[src/bose_pkg.sv]
// shared constants, types and helpers of the box outline segment emitter
`default_nettype none

package bose_pkg;

  localparam int SCREEN_WIDTH_DEF  = 480;
  localparam int SCREEN_HEIGHT_DEF = 272;
  localparam int MAX_THICKNESS_DEF = 8;

  localparam int COORD_IN_W  = 16;
  localparam int COORD_OUT_W = 9;
  localparam int COLOR_W     = 16;
  localparam int CLASS_W     = 8;
  localparam int ARGB_W      = 32;
  localparam int THICK_W     = 8;

  localparam int QUEUE_DEPTH = 2;

  localparam int APB_ADDR_W = 5;
  localparam int APB_DATA_W = 32;
  localparam int REG_IDX_W  = 3;

  localparam logic [REG_IDX_W-1:0] REG_DEFAULT_ARGB     = 3'd0;
  localparam logic [REG_IDX_W-1:0] REG_LINE_THICKNESS   = 3'd1;
  localparam logic [REG_IDX_W-1:0] REG_CLASS_COLOR_ZERO = 3'd2;
  localparam logic [REG_IDX_W-1:0] REG_CLASS_COLOR_ONE  = 3'd3;
  localparam logic [REG_IDX_W-1:0] REG_CLASS_COLOR_TWO  = 3'd4;

  localparam logic [ARGB_W-1:0]  DEFAULT_ARGB_RST     = 32'hFF00_FF00;
  localparam logic [THICK_W-1:0] LINE_THICKNESS_RST   = 8'd1;
  localparam logic [COLOR_W-1:0] CLASS_COLOR_ZERO_RST = 16'hFFE0;
  localparam logic [COLOR_W-1:0] CLASS_COLOR_ONE_RST  = 16'h07E0;
  localparam logic [COLOR_W-1:0] CLASS_COLOR_TWO_RST  = 16'hF81F;

  localparam logic [CLASS_W-1:0] CLASS_ZERO = 8'd0;
  localparam logic [CLASS_W-1:0] CLASS_ONE  = 8'd1;
  localparam logic [CLASS_W-1:0] CLASS_TWO  = 8'd2;

  localparam logic [1:0] SIDE_TOP    = 2'd0;
  localparam logic [1:0] SIDE_BOTTOM = 2'd1;
  localparam logic [1:0] SIDE_LEFT   = 2'd2;
  localparam logic [1:0] SIDE_RIGHT  = 2'd3;

  typedef struct packed {
    logic [ARGB_W-1:0]  default_argb;
    logic [THICK_W-1:0] line_thickness;
    logic [COLOR_W-1:0] class_color_zero;
    logic [COLOR_W-1:0] class_color_one;
    logic [COLOR_W-1:0] class_color_two;
  } cfg_t;

  function automatic logic [COLOR_W-1:0] argb_to_rgb565(input logic [ARGB_W-1:0] argb);
    return {argb[23:19], argb[15:10], argb[7:3]};
  endfunction

endpackage

`default_nettype wire

[src/bose_regs.sv]
// configuration register file with apb-style access
`default_nettype none

module bose_regs
  import bose_pkg::*;
(
  input  wire logic                  clk,
  input  wire logic                  rst,
  input  wire logic                  psel,
  input  wire logic                  penable,
  input  wire logic                  pwrite,
  input  wire logic [APB_ADDR_W-1:0] paddr,
  input  wire logic [APB_DATA_W-1:0] pwdata,
  output logic      [APB_DATA_W-1:0] prdata,
  output logic                       pready,
  output cfg_t                       cfg
);

  logic                 wr;
  logic [REG_IDX_W-1:0] idx;

  assign pready = 1'b1;
  assign wr     = psel && penable && pwrite && pready;
  assign idx    = paddr[APB_ADDR_W-1:2];

  always_ff @(posedge clk) begin
    if (rst) begin
      cfg.default_argb     <= DEFAULT_ARGB_RST;
      cfg.line_thickness   <= LINE_THICKNESS_RST;
      cfg.class_color_zero <= CLASS_COLOR_ZERO_RST;
      cfg.class_color_one  <= CLASS_COLOR_ONE_RST;
      cfg.class_color_two  <= CLASS_COLOR_TWO_RST;
    end else if (wr) begin
      unique case (idx)
        REG_DEFAULT_ARGB:     cfg.default_argb     <= pwdata[ARGB_W-1:0];
        REG_LINE_THICKNESS:   cfg.line_thickness   <= pwdata[THICK_W-1:0];
        REG_CLASS_COLOR_ZERO: cfg.class_color_zero <= pwdata[COLOR_W-1:0];
        REG_CLASS_COLOR_ONE:  cfg.class_color_one  <= pwdata[COLOR_W-1:0];
        REG_CLASS_COLOR_TWO:  cfg.class_color_two  <= pwdata[COLOR_W-1:0];
        default: ;
      endcase
    end
  end

  always_comb begin
    unique case (idx)
      REG_DEFAULT_ARGB:     prdata = APB_DATA_W'(cfg.default_argb);
      REG_LINE_THICKNESS:   prdata = APB_DATA_W'(cfg.line_thickness);
      REG_CLASS_COLOR_ZERO: prdata = APB_DATA_W'(cfg.class_color_zero);
      REG_CLASS_COLOR_ONE:  prdata = APB_DATA_W'(cfg.class_color_one);
      REG_CLASS_COLOR_TWO:  prdata = APB_DATA_W'(cfg.class_color_two);
      default:              prdata = '0;
    endcase
  end

endmodule

`default_nettype wire

[src/bose_front.sv]
// front end: clamps a box, drops degenerate ones, picks color and per-side step counts
`default_nettype none

module bose_front
  import bose_pkg::*;
#(
  parameter int SCREEN_WIDTH  = SCREEN_WIDTH_DEF,
  parameter int SCREEN_HEIGHT = SCREEN_HEIGHT_DEF,
  parameter int MAX_THICKNESS = MAX_THICKNESS_DEF,
  localparam int CW    = $clog2(SCREEN_WIDTH > SCREEN_HEIGHT ? SCREEN_WIDTH : SCREEN_HEIGHT),
  localparam int TW    = $clog2(MAX_THICKNESS + 1),
  localparam int JOB_W = 4 * CW + COLOR_W + 4 * TW
)
(
  input  wire logic                         in_valid,
  output logic                              in_ready,
  input  wire logic signed [COORD_IN_W-1:0] box_left,
  input  wire logic signed [COORD_IN_W-1:0] box_top,
  input  wire logic signed [COORD_IN_W-1:0] box_right,
  input  wire logic signed [COORD_IN_W-1:0] box_bottom,
  input  wire logic        [CLASS_W-1:0]    box_class,
  input  wire cfg_t                         cfg,
  input  wire logic                         q_full,
  output logic                              q_push,
  output logic             [JOB_W-1:0]      q_data
);

  localparam int LW = CW + 1;

  typedef struct packed {
    logic [CW-1:0]      x1;
    logic [CW-1:0]      x2;
    logic [CW-1:0]      y1;
    logic [CW-1:0]      y2;
    logic [COLOR_W-1:0] color;
    logic [TW-1:0]      c_top;
    logic [TW-1:0]      c_bot;
    logic [TW-1:0]      c_left;
    logic [TW-1:0]      c_right;
  } job_t;

  function automatic logic [CW-1:0] clamp_coord(input logic signed [COORD_IN_W-1:0] v,
                                                input int lim);
    logic [CW-1:0] r;
    if (v[COORD_IN_W-1]) begin
      r = '0;
    end else if (v[COORD_IN_W-2:0] > (COORD_IN_W-1)'(lim - 1)) begin
      r = CW'(lim - 1);
    end else begin
      r = v[CW-1:0];
    end
    return r;
  endfunction

  logic [TW-1:0] th;
  logic [LW-1:0] lim_top;
  logic [LW-1:0] lim_bot;
  logic [LW-1:0] lim_left;
  logic [LW-1:0] lim_right;
  logic          degenerate;
  job_t          job;

  function automatic logic [TW-1:0] step_count(input logic [TW-1:0] t_max,
                                               input logic [LW-1:0] lim);
    return (LW'(t_max) < lim) ? t_max : TW'(lim);
  endfunction

  always_comb begin
    priority if (cfg.line_thickness == '0) begin
      th = TW'(1);
    end else if (cfg.line_thickness > THICK_W'(MAX_THICKNESS)) begin
      th = TW'(MAX_THICKNESS);
    end else begin
      th = TW'(cfg.line_thickness);
    end
  end

  always_comb begin
    job.x1 = clamp_coord(box_left, SCREEN_WIDTH);
    job.x2 = clamp_coord(box_right, SCREEN_WIDTH);
    job.y1 = clamp_coord(box_top, SCREEN_HEIGHT);
    job.y2 = clamp_coord(box_bottom, SCREEN_HEIGHT);

    unique case (box_class)
      CLASS_ZERO: job.color = cfg.class_color_zero;
      CLASS_ONE:  job.color = cfg.class_color_one;
      CLASS_TWO:  job.color = cfg.class_color_two;
      default:    job.color = argb_to_rgb565(cfg.default_argb);
    endcase

    lim_top   = LW'(SCREEN_HEIGHT) - {1'b0, job.y1};
    lim_bot   = {1'b0, job.y2} + LW'(1);
    lim_left  = LW'(SCREEN_WIDTH) - {1'b0, job.x1};
    lim_right = {1'b0, job.x2} + LW'(1);

    job.c_top   = step_count(th, lim_top);
    job.c_bot   = step_count(th, lim_bot);
    job.c_left  = step_count(th, lim_left);
    job.c_right = step_count(th, lim_right);
  end

  assign degenerate = (job.x2 <= job.x1) || (job.y2 <= job.y1);
  assign in_ready   = !q_full;
  assign q_push     = in_valid && in_ready && !degenerate;
  assign q_data     = job;

endmodule

`default_nettype wire

[src/bose_queue.sv]
// short job queue between front and back end
`default_nettype none

module bose_queue
  import bose_pkg::*;
#(
  parameter int WIDTH = 1
)
(
  input  wire logic             clk,
  input  wire logic             rst,
  input  wire logic             push,
  input  wire logic [WIDTH-1:0] push_data,
  output logic                  full,
  input  wire logic             pop,
  output logic      [WIDTH-1:0] pop_data,
  output logic                  empty
);

  localparam int PTR_W = (QUEUE_DEPTH > 1) ? $clog2(QUEUE_DEPTH) : 1;
  localparam int CNT_W = $clog2(QUEUE_DEPTH + 1);

  logic [WIDTH-1:0] slots [QUEUE_DEPTH];
  logic [PTR_W-1:0] wr_ptr;
  logic [PTR_W-1:0] rd_ptr;
  logic [CNT_W-1:0] count;
  logic             do_push;
  logic             do_pop;

  function automatic logic [PTR_W-1:0] ptr_inc(input logic [PTR_W-1:0] p);
    return (p == PTR_W'(QUEUE_DEPTH - 1)) ? '0 : p + PTR_W'(1);
  endfunction

  assign full     = (count == CNT_W'(QUEUE_DEPTH));
  assign empty    = (count == '0);
  assign do_push  = push && !full;
  assign do_pop   = pop && !empty;
  assign pop_data = slots[rd_ptr];

  always_ff @(posedge clk) begin
    if (rst) begin
      wr_ptr <= '0;
      rd_ptr <= '0;
      count  <= '0;
    end else begin
      if (do_push) begin
        wr_ptr <= ptr_inc(wr_ptr);
      end
      if (do_pop) begin
        rd_ptr <= ptr_inc(rd_ptr);
      end
      if (do_push && !do_pop) begin
        count <= count + CNT_W'(1);
      end else if (do_pop && !do_push) begin
        count <= count - CNT_W'(1);
      end
    end
  end

  always_ff @(posedge clk) begin
    if (do_push) begin
      slots[wr_ptr] <= push_data;
    end
  end

endmodule

`default_nettype wire

[src/bose_back.sv]
// back end: walks thickness steps and sides, emits at most one segment per cycle while the output does not stall
`default_nettype none

module bose_back
  import bose_pkg::*;
#(
  parameter int SCREEN_WIDTH  = SCREEN_WIDTH_DEF,
  parameter int SCREEN_HEIGHT = SCREEN_HEIGHT_DEF,
  parameter int MAX_THICKNESS = MAX_THICKNESS_DEF,
  localparam int CW    = $clog2(SCREEN_WIDTH > SCREEN_HEIGHT ? SCREEN_WIDTH : SCREEN_HEIGHT),
  localparam int TW    = $clog2(MAX_THICKNESS + 1),
  localparam int JOB_W = 4 * CW + COLOR_W + 4 * TW
)
(
  input  wire logic                   clk,
  input  wire logic                   rst,
  input  wire logic                   q_empty,
  input  wire logic [JOB_W-1:0]       q_data,
  output logic                        q_pop,
  output logic                        out_valid,
  input  wire logic                   out_ready,
  output logic                        segment_vertical,
  output logic      [COORD_OUT_W-1:0] x_start,
  output logic      [COORD_OUT_W-1:0] x_end,
  output logic      [COORD_OUT_W-1:0] y_start,
  output logic      [COORD_OUT_W-1:0] y_end,
  output logic      [COLOR_W-1:0]     segment_color,
  output logic                        last_segment
);

  typedef struct packed {
    logic [CW-1:0]      x1;
    logic [CW-1:0]      x2;
    logic [CW-1:0]      y1;
    logic [CW-1:0]      y2;
    logic [COLOR_W-1:0] color;
    logic [TW-1:0]      c_top;
    logic [TW-1:0]      c_bot;
    logic [TW-1:0]      c_left;
    logic [TW-1:0]      c_right;
  } job_t;

  job_t          job;
  logic          busy;
  logic [TW-1:0] t;
  logic [1:0]    side;

  logic [TW-1:0] c_cur;
  logic [TW-1:0] t_inc;
  logic [CW-1:0] t_c;
  logic          seg_ok;
  logic          no_later_step;
  logic          no_later_side;
  logic          is_last;
  logic          out_free;
  logic          step;
  logic          done;
  logic          load;

  logic          seg_vert;
  logic [CW-1:0] seg_xs;
  logic [CW-1:0] seg_xe;
  logic [CW-1:0] seg_ys;
  logic [CW-1:0] seg_ye;

  assign t_inc = t + TW'(1);
  assign t_c   = CW'(t);

  always_comb begin
    unique case (side)
      SIDE_TOP: begin
        c_cur         = job.c_top;
        no_later_side = (job.c_bot <= t) && (job.c_left <= t) && (job.c_right <= t);
        seg_vert      = 1'b0;
        seg_xs        = job.x1;
        seg_xe        = job.x2;
        seg_ys        = job.y1 + t_c;
        seg_ye        = job.y1 + t_c;
      end
      SIDE_BOTTOM: begin
        c_cur         = job.c_bot;
        no_later_side = (job.c_left <= t) && (job.c_right <= t);
        seg_vert      = 1'b0;
        seg_xs        = job.x1;
        seg_xe        = job.x2;
        seg_ys        = job.y2 - t_c;
        seg_ye        = job.y2 - t_c;
      end
      SIDE_LEFT: begin
        c_cur         = job.c_left;
        no_later_side = (job.c_right <= t);
        seg_vert      = 1'b1;
        seg_xs        = job.x1 + t_c;
        seg_xe        = job.x1 + t_c;
        seg_ys        = job.y1;
        seg_ye        = job.y2;
      end
      SIDE_RIGHT: begin
        c_cur         = job.c_right;
        no_later_side = 1'b1;
        seg_vert      = 1'b1;
        seg_xs        = job.x2 - t_c;
        seg_xe        = job.x2 - t_c;
        seg_ys        = job.y1;
        seg_ye        = job.y2;
      end
      default: begin
        c_cur         = '0;
        no_later_side = 1'b1;
        seg_vert      = 1'b0;
        seg_xs        = '0;
        seg_xe        = '0;
        seg_ys        = '0;
        seg_ye        = '0;
      end
    endcase
  end

  assign no_later_step = (job.c_top <= t_inc) && (job.c_bot <= t_inc) &&
                         (job.c_left <= t_inc) && (job.c_right <= t_inc);
  assign is_last  = no_later_step && no_later_side;
  assign seg_ok   = busy && (t < c_cur);
  assign out_free = !out_valid || out_ready;
  assign step     = busy && (!seg_ok || out_free);
  assign done     = step && seg_ok && is_last;
  assign load     = (!busy || done) && !q_empty;
  assign q_pop    = load;

  always_ff @(posedge clk) begin
    if (rst) begin
      busy      <= 1'b0;
      t         <= '0;
      side      <= SIDE_TOP;
      out_valid <= 1'b0;
    end else begin
      if (load) begin
        busy <= 1'b1;
        t    <= '0;
        side <= SIDE_TOP;
      end else if (done) begin
        busy <= 1'b0;
      end else if (step) begin
        if (side == SIDE_RIGHT) begin
          side <= SIDE_TOP;
          t    <= t_inc;
        end else begin
          side <= side + 2'd1;
        end
      end

      if (step && seg_ok) begin
        out_valid <= 1'b1;
      end else if (out_ready) begin
        out_valid <= 1'b0;
      end
    end
  end

  always_ff @(posedge clk) begin
    if (load) begin
      job <= q_data;
    end
    if (step && seg_ok) begin
      segment_vertical <= seg_vert;
      x_start          <= COORD_OUT_W'(seg_xs);
      x_end            <= COORD_OUT_W'(seg_xe);
      y_start          <= COORD_OUT_W'(seg_ys);
      y_end            <= COORD_OUT_W'(seg_ye);
      segment_color    <= job.color;
      last_segment     <= is_last;
    end
  end

endmodule

`default_nettype wire

[src/box_outline_segment_emitter.sv]
// top level of the box outline segment emitter
`default_nettype none

// Takes one detection box per transaction, clamps it to the screen and emits its outline
// as row and column fill segments, one segment per transaction on the output. The front
// end classifies a box in the cycle it is taken and accepts a new box every cycle while
// the two-entry job queue has room; boxes with no area after clamping are accepted and
// produce nothing. The back end walks four side positions per thickness step, one
// position per cycle while the output does not stall, and stops at the final segment;
// the thickness is clamped to the maximum, with a default maximum of eight. Off-screen
// positions before the final segment are walked too and produce no segment. The final
// segment of each box carries last_segment.
// Configuration registers sit at byte addresses 0, 4, 8, 12 and 16.

module box_outline_segment_emitter
  import bose_pkg::*;
#(
  parameter int SCREEN_WIDTH  = SCREEN_WIDTH_DEF,
  parameter int SCREEN_HEIGHT = SCREEN_HEIGHT_DEF,
  parameter int MAX_THICKNESS = MAX_THICKNESS_DEF
)
(
  input  wire logic                         clk,
  input  wire logic                         rst,
  input  wire logic                         psel,
  input  wire logic                         penable,
  input  wire logic                         pwrite,
  input  wire logic        [APB_ADDR_W-1:0] paddr,
  input  wire logic        [APB_DATA_W-1:0] pwdata,
  output logic             [APB_DATA_W-1:0] prdata,
  output logic                              pready,
  input  wire logic                         in_valid,
  output logic                              in_ready,
  input  wire logic signed [COORD_IN_W-1:0] box_left,
  input  wire logic signed [COORD_IN_W-1:0] box_top,
  input  wire logic signed [COORD_IN_W-1:0] box_right,
  input  wire logic signed [COORD_IN_W-1:0] box_bottom,
  input  wire logic        [CLASS_W-1:0]    box_class,
  output logic                              out_valid,
  input  wire logic                         out_ready,
  output logic                              segment_vertical,
  output logic             [COORD_OUT_W-1:0] x_start,
  output logic             [COORD_OUT_W-1:0] x_end,
  output logic             [COORD_OUT_W-1:0] y_start,
  output logic             [COORD_OUT_W-1:0] y_end,
  output logic             [COLOR_W-1:0]    segment_color,
  output logic                              last_segment
);

  localparam int CW    = $clog2(SCREEN_WIDTH > SCREEN_HEIGHT ? SCREEN_WIDTH : SCREEN_HEIGHT);
  localparam int TW    = $clog2(MAX_THICKNESS + 1);
  localparam int JOB_W = 4 * CW + COLOR_W + 4 * TW;

  cfg_t             cfg;
  logic             q_full;
  logic             q_empty;
  logic             q_push;
  logic             q_pop;
  logic [JOB_W-1:0] q_wdata;
  logic [JOB_W-1:0] q_rdata;

  bose_regs u_regs (
    .clk     (clk),
    .rst     (rst),
    .psel    (psel),
    .penable (penable),
    .pwrite  (pwrite),
    .paddr   (paddr),
    .pwdata  (pwdata),
    .prdata  (prdata),
    .pready  (pready),
    .cfg     (cfg)
  );

  bose_front #(
    .SCREEN_WIDTH  (SCREEN_WIDTH),
    .SCREEN_HEIGHT (SCREEN_HEIGHT),
    .MAX_THICKNESS (MAX_THICKNESS)
  ) u_front (
    .in_valid   (in_valid),
    .in_ready   (in_ready),
    .box_left   (box_left),
    .box_top    (box_top),
    .box_right  (box_right),
    .box_bottom (box_bottom),
    .box_class  (box_class),
    .cfg        (cfg),
    .q_full     (q_full),
    .q_push     (q_push),
    .q_data     (q_wdata)
  );

  bose_queue #(
    .WIDTH (JOB_W)
  ) u_queue (
    .clk       (clk),
    .rst       (rst),
    .push      (q_push),
    .push_data (q_wdata),
    .full      (q_full),
    .pop       (q_pop),
    .pop_data  (q_rdata),
    .empty     (q_empty)
  );

  bose_back #(
    .SCREEN_WIDTH  (SCREEN_WIDTH),
    .SCREEN_HEIGHT (SCREEN_HEIGHT),
    .MAX_THICKNESS (MAX_THICKNESS)
  ) u_back (
    .clk              (clk),
    .rst              (rst),
    .q_empty          (q_empty),
    .q_data           (q_rdata),
    .q_pop            (q_pop),
    .out_valid        (out_valid),
    .out_ready        (out_ready),
    .segment_vertical (segment_vertical),
    .x_start          (x_start),
    .x_end            (x_end),
    .y_start          (y_start),
    .y_end            (y_end),
    .segment_color    (segment_color),
    .last_segment     (last_segment)
  );

endmodule

`default_nettype wire

[config.mk]
export PLATFORM = sky130hd
export DESIGN_NAME = box_outline_segment_emitter
export DESIGN_NICKNAME = d
export VERILOG_FILES = /design/src/bose_pkg.sv /design/src/bose_regs.sv /design/src/bose_front.sv /design/src/bose_queue.sv /design/src/bose_back.sv /design/src/box_outline_segment_emitter.sv
export SDC_FILE = /design/constraint.sdc
export NUM_CORES = 1
export LEC_CHECK = 0
export BUFFER_PORTS_ARGS = -buffer_cell sky130_fd_sc_hd__buf_2
export CORE_ASPECT_RATIO = 0.9
export CORE_MARGIN = 4
export CORE_UTILIZATION = 40
export DETAILED_ROUTE_END_ITERATION = 12
export GPL_TIMING_DRIVEN = 0
export PLACE_DENSITY = 0.67
export SYNTH_ARGS = -nofsm -noshare
export SYNTH_HDL_FRONTEND = slang
export SYNTH_SLANG_ARGS = --single-unit
[constraint.sdc]
create_clock -name clk -period 15.1 [get_ports clk]
set_clock_uncertainty 0.2 [all_clocks]
set_input_delay 4.53 -clock clk [delete_from_list [all_inputs] [get_ports clk]]
set_output_delay 4.53 -clock clk [all_outputs]
set_load 0.01 [all_outputs]
Word-level counts from Yosys, hierarchy flattened
Memory sizes are Yosys's and may differ from the RTL's. A register that Yosys moved wholly into a read port is not among the register bits.
Index checks and enable logic that the tools add are counted.
{"block": "op_classes", "n_bitwise": 1, "reduce_logical": 50, "order_cmp": 19, "n_eq_ne": 10, "muxes": 34, "add_sub_neg": 14}
{"operator": "$pmux W32 S5", "count": 1}
{"operator": "$pmux W9 S3", "count": 4}
{"operator": "$mux W9", "count": 8}
{"operator": "$gt A15 B9 Y1 const B", "count": 4}
{"operator": "$pmux W16 S3", "count": 1}
{"operator": "$lt A4 B10 Y1", "count": 4}
{"operator": "$le A4 B4 Y1", "count": 7}
{"operator": "$mux W4", "count": 6}
{"operator": "$add A9 B1 Y10 const B", "count": 2}
{"operator": "$logic_and A1 B1 Y1", "count": 20}
{"operator": "$sub A9 B9 Y10 const A", "count": 2}
{"operator": "$add A9 B4 Y9", "count": 2}
{"operator": "$le A9 B9 Y1", "count": 2}
{"operator": "$sub A9 B4 Y9", "count": 2}
{"operator": "$logic_not A8 Y1", "count": 2}
{"operator": "$pmux W4 S4", "count": 1}
{"operator": "$reduce_and A2 Y1", "count": 6}
{"operator": "$eq A8 B1 Y1 const B", "count": 1}
{"operator": "$eq A8 B2 Y1 const B", "count": 1}
{"operator": "$gt A8 B4 Y1 const B", "count": 1}
{"operator": "$logic_not A1 Y1", "count": 8}
{"operator": "$mux W1", "count": 8}
{"operator": "$eq A2 B2 Y1 const B", "count": 3}
{"operator": "$eq A3 B2 Y1 const B", "count": 2}
{"operator": "18 further kinds", "count": 30}
{"block": "totals", "n_memories": 1, "regBits": 154, "mem_bits_rw": 136, "elab_cells": 148}
{"memory": "u_queue.slots", "depth": 2, "word_bits": 68, "read_ports": 1, "rd_clocked_by_memory_dff": 1, "write_ports": 1, "line_no": "bose_queue.sv:23", "source": "logic [WIDTH-1:0] slots [QUEUE_DEPTH];"}

Depth between registers and ports, before layout
{"block": "logic_depth", "ltp_word": 15, "depth_mapped": 18, "depth_no_buf": 16}

Modules after synthesis
From an unflattened synthesis, not the netlist that was laid out.
{"block": "hier_totals", "cells_unflattened": 1528, "area_unflattened_um2": 18462.7}
{"module": "bose_back", "area_each_um2": 6299.8, "seq_area_each_um2": 3823.7, "cells_each": 463, "n_inst": 1}
{"module": "bose_queue", "area_each_um2": 5201.2, "seq_area_each_um2": 4184.0, "cells_each": 237, "n_inst": 1}
{"module": "bose_regs", "area_each_um2": 4261.6, "seq_area_each_um2": 1761.7, "cells_each": 448, "n_inst": 1}
{"module": "bose_front", "area_each_um2": 2700.1, "seq_area_each_um2": 0.0, "cells_each": 380, "n_inst": 1}

Worst setup path before layout
Ideal clock, no wire load.
{"block": "synth_timing", "path_type": "input port to output port", "from": "in paddr[3]", "to": "out prdata[1]", "path_buffers": 3, "stages": 5, "slack_ps": 4517, "required_time_ps": 10370, "arrival_time_ps": 5853, "path_cell_list": "buf_1 > clkbuf_1 > clkbuf_1 > a22oi_1 > o22ai_1"}
{"block": "synth_via", "elab_chain_cells": 2, "word_cells_on_any_way": 6, "cone_classes": "eq/ne (4); mux (1); reduce/logical (1)"}
{"element": "start: declaration", "line_no": "box_outline_segment_emitter.sv:28", "source": "input wire logic [APB_ADDR_W-1:0] paddr,"}
{"element": "$eq A3 B3 Y1, or another cell as far along", "line_no": "bose_regs.sv:46", "source": "unique case (idx)"}
{"element": "$pmux W32 S5 *", "line_no": "bose_regs.sv:46"}
{"element": "end: declaration", "line_no": "box_outline_segment_emitter.sv:30", "source": "output logic [APB_DATA_W-1:0] prdata,"}
Every way passes the cells marked *; elsewhere a longest branch is shown, timed or not.

Worst setup path after layout
{"block": "layout_timing", "from": "in paddr[3]", "to": "out prdata[2]"}
Same word-level chain as after synthesis.

==> results.sh <==
export IMPL_core_um2=43200
export IMPL_synthMuxAreaShare_pct=8.23
export IMPL_start_util_pct=40.7
export IMPL_hpwl_um=32600
export IMPL_grt_pass1_wl_um=69800
export IMPL_power_density_nw_per_um2=146
export IMPL_area_delta_synth_final_pct=18.8
export IMPL_max_cap_violations=0
export IMPL_synth_fp_nets=1730
export IMPL_yosysMostFrequentCell="edfxtp_1"
export IMPL_gp_congestion=0.908
export IMPL_insertion_delay_ns=0.56
export IMPL_layout_drive_gt1_share_pct=22.4
export IMPL_worst_setup_path_type="in -> out"
export IMPL_hold_depth=0
export IMPL_antenna_found_initial=0
export IMPL_power_mw=3.05
export IMPL_worst_setup_path_start_kind="primary input"
export IMPL_cts_max_level=2
export IMPL_grt_max_degree=53
export IMPL_hold_class="reg -> reg"
export IMPL_synthAdderAreaFrac_pct=6.59
export IMPL_slowest_stage="clkbuf_1"
export IMPL_drtPass1Iterations=5
export IMPL_timing_fmax_ghz=0.0878
export IMPL_yosysWarningCount=0
export IMPL_ios=205
export IMPL_synth_cell_area_um2=17600
export IMPL_r2r_slack_ns=9.83
export IMPL_route_detailed_drc=0
export IMPL_placed_cell_area_um2=19400
export IMPL_cp_max_fo=10
export IMPL_critPathTopFamily="buffers and inverters"
export IMPL_n_fill_cell=3844
export IMPL_vias=12651
export IMPL_synth_top_family_by_area="simple AND/OR/NAND/NOR gates"
export IMPL_clock_sinks=358
export IMPL_required_ns=10.37
export IMPL_worstMarginPinSlew_ns=1.10
export IMPL_ys_ff_latch=358
export IMPL_post_cts_setup_buffers=0
export IMPL_crit_chain="buf_2 -> buf_1 -> clkbuf_1 -> clkbuf_1 -> a22oi_1 -> o22ai_1 -> buf_2"
export IMPL_status="complete, no violations"
export IMPL_die_w_um=229
export IMPL_crit_buf_inv=5
export IMPL_synth_simple_area_share_pct=13.8
export IMPL_rsz0062_at_grt="false"
export IMPL_crit_path_max_incr_delay_ns=0.54
export IMPL_synthXorXnorAreaFrac_pct=2.10
export IMPL_syn_area_per_cell_um2=11.5
export IMPL_maxSlewViolCount=0
export IMPL_ir_worst_vdd_mv=0.0850
export IMPL_wl_per_cell_um=18.8
export IMPL_clkSlewWorstSetupHoldPaths_ns=0.06
export IMPL_synth_edf_count=258
export IMPL_wirelength_um=44400
export IMPL_synthDistinctLibCells=83
export IMPL_synth_compound_area_share_pct=10.8
export IMPL_hold_start="u_back.job[17]"
export IMPL_ys_seq_area_share_pct=55.5
export IMPL_async_reset_ff_share_pct=0
export IMPL_slew_headroom_pct=25.8
export IMPL_netlist_instances=1524
export IMPL_hold_viol_final=0
export IMPL_dieArea_um2=47300
export IMPL_synth_commonest_cells="edfxtp_1 (258), nand2_1 (192), a21oi_1 (102)"
export IMPL_clockBufferDepth=3
export IMPL_synth_top_area_share_pct=44.1
export IMPL_holdBufCountCts=0
export IMPL_via_per_inst=5.37
export IMPL_fin_nets=1975
export IMPL_diodes=0
export IMPL_min_period_ns=11.39
export IMPL_cp_end_kind="primary output"
export IMPL_p_leak_nw=8.03
export IMPL_r2r_cells=17
export IMPL_r2r_start="u_back.side[1]"
export IMPL_io_buffers=197
export IMPL_cp_arrival_ns=6.66
export IMPL_final_cell_area_um2=20900
export IMPL_numCtsBuffers=39
export IMPL_cts_tree="done"
export IMPL_clockRootBuffer="clkbuf_16"
export IMPL_grt_pass1_vias=13145
export IMPL_r2r_end="u_queue.count[1]"
export IMPL_min_to="u_back.segment_color[1]"
export IMPL_grt_usage_pct=18.5
export IMPL_yosys_top_cells_area="edfxtp_1 (44%), dfxtp_1 (11%), ha_1 (6.1%)"
export IMPL_cts_resized=0
export IMPL_die_h_um=207
export IMPL_core_rowCount=72
export IMPL_grt_ovfl_total=0
export IMPL_ys_flop_type="edfxtp_1"
export IMPL_ant_nets=0
export IMPL_drt_iter0_markers=860
export IMPL_synth_top_area_cell="edfxtp_1"
export IMPL_fin_tns_setup_ns=0
export IMPL_worstSetupStartpoint="paddr[3]"
export IMPL_setup_viol=0
export IMPL_fin_crit_sh_pct=75.4
[power by group]
part / total [mW] / switching [mW] / internal [mW] / leakage [nW]
logic: 0.685 / 0.411 / 0.274 / 4.19
registers: 1.34 / 0.0785 / 1.26 / 3.16
clock network: 1.03 / 0.394 / 0.632 / 0.687
total: 3.05 / 0.883 / 2.17 / 8.03
[how the worst max path moves through the flow]
| stage | slack, ns | cells past startpoint | endpoint |
|---|---|---|---|
| 3_5_place_dp | 3.76 | 6 | prdata[20] |
| 4_1_cts | 3.77 | 6 | prdata[24] |
| 5_1_grt | 3.55 | 6 | prdata[28] |
| 3_3_place_gp | 2.34 | 12 | u_queue.slots[0][48] |
| 6_report | 3.71 | 7 | prdata[2] |
| 2_1_floorplan | 4.52 | 5 | prdata[1] |
[per-stage QoR]
stage	worst slack, ns	utilization [%]	cells	hold WS, ns
final	3.71	48.3	2355	0.198
after global routing	3.55	48.3	2355	0.212
after CTS	3.77	48.3	2355	0.202
after detailed placement	3.76	45.1	2283	0.205
after global placement	2.34	44.6	2276	0.202
after floorplan	4.52	-	1524	0.200
[layout make-up]
type | count | area, um^2 | share of cell area [%]
plain buffers | 70 | 272 | 1.30
flip-flops and latches | 358 | 9750 | 46.8
clock inverters | 15 | 231 | 1.11
repair buffers | 204 | 1160 | 5.58
clock buffers | 57 | 1180 | 5.65
well taps | 555 | 694 | 3.33
inverters | 64 | 240 | 1.15
multi-input cells | 1032 | 7320 | 35.1
[worst reg2reg max path, cell delays in order (launching register included)]
cell and delay, ns:
dfxtp_1 0.43, inv_1 0.11, ha_1 0.18, clkbuf_1 0.23
inv_1 0.21, clkbuf_1 0.40, o21ai_0 0.18, ha_1 0.31
a211o_1 0.30, a211oi_1 0.21, o21ai_1 0.22, nor4_1 0.52
o2bb2ai_4 0.48, buf_12 0.29, inv_1 0.09, ha_1 0.33
or3_1 0.37, a21oi_1 0.14
[cell usage in the layout, fill, tap and decap left out, drive strengths merged, types with 5 or more instances in the layout]
| cell type | netlist | layout |
|---|---|---|
| edfxtp | 258 | 258 |
| buf | 9 | 213 |
| nand2 | 193 | 193 |
| clkbuf | 61 | 118 |
| a21oi | 102 | 102 |
| dfxtp | 100 | 100 |
| nor2 | 100 | 100 |
| mux2 | 96 | 96 |
| ha | 86 | 86 |
| inv | 63 | 66 |
| o21ai | 39 | 39 |
| mux2i | 36 | 36 |
| nand3b | 36 | 36 |
| nor2b | 32 | 32 |
| xnor2 | 28 | 28 |
| and2 | 28 | 28 |
| o22ai | 26 | 26 |
| a22oi | 22 | 22 |
| nor3 | 22 | 22 |
| a21o | 18 | 18 |
| nand3 | 18 | 18 |
| xor2 | 14 | 14 |
| a211o | 13 | 13 |
| nor4 | 10 | 10 |
| a31oi | 9 | 9 |
| or2 | 8 | 8 |
| nand2b | 7 | 7 |
| a2111oi | 7 | 7 |
| o211ai | 6 | 6 |
| or4 | 6 | 6 |
| a211oi | 6 | 6 |
| nand4 | 5 | 5 |
| a22o | 5 | 5 |
| bufinv | 0 | 5 |
| a21boi | 5 | 5 |
| clkinv | 1 | 5 |
[routing by layer]
metal,share of wire (%),vias to the layer above,routed length [um],track usage (%)
li1,-,6051,-,-
met1,42,6106,18500,22.8
met2,49,386,21600,32.0
met3,5.9,108,2640,4.02
met4,3.6,0,1620,7.21
met5,0,-,0,0
[cells by family after synthesis]
logic type	Yosys count
buffers and inverters	134
other	1
adder cells (fa/ha/maj)	90
multiplexers	132
XOR/XNOR	42
flip-flops	358
AO/OA/AOI/OAI	284
AND/OR/NAND/NOR	483
[flip-flops by register name (all words and copies together) (netlist names), 2 cells and up]
signal and flops:
u_back.job 68, u_back.segment_color 16, u_back.side 2, u_back.t 4
u_back.x_end 9, u_back.x_start 9, u_back.y_end 9, u_back.y_start 9
u_queue.count 2, u_queue.slots 136, u_regs.cfg 88
Power figures use the tool's default switching activity.
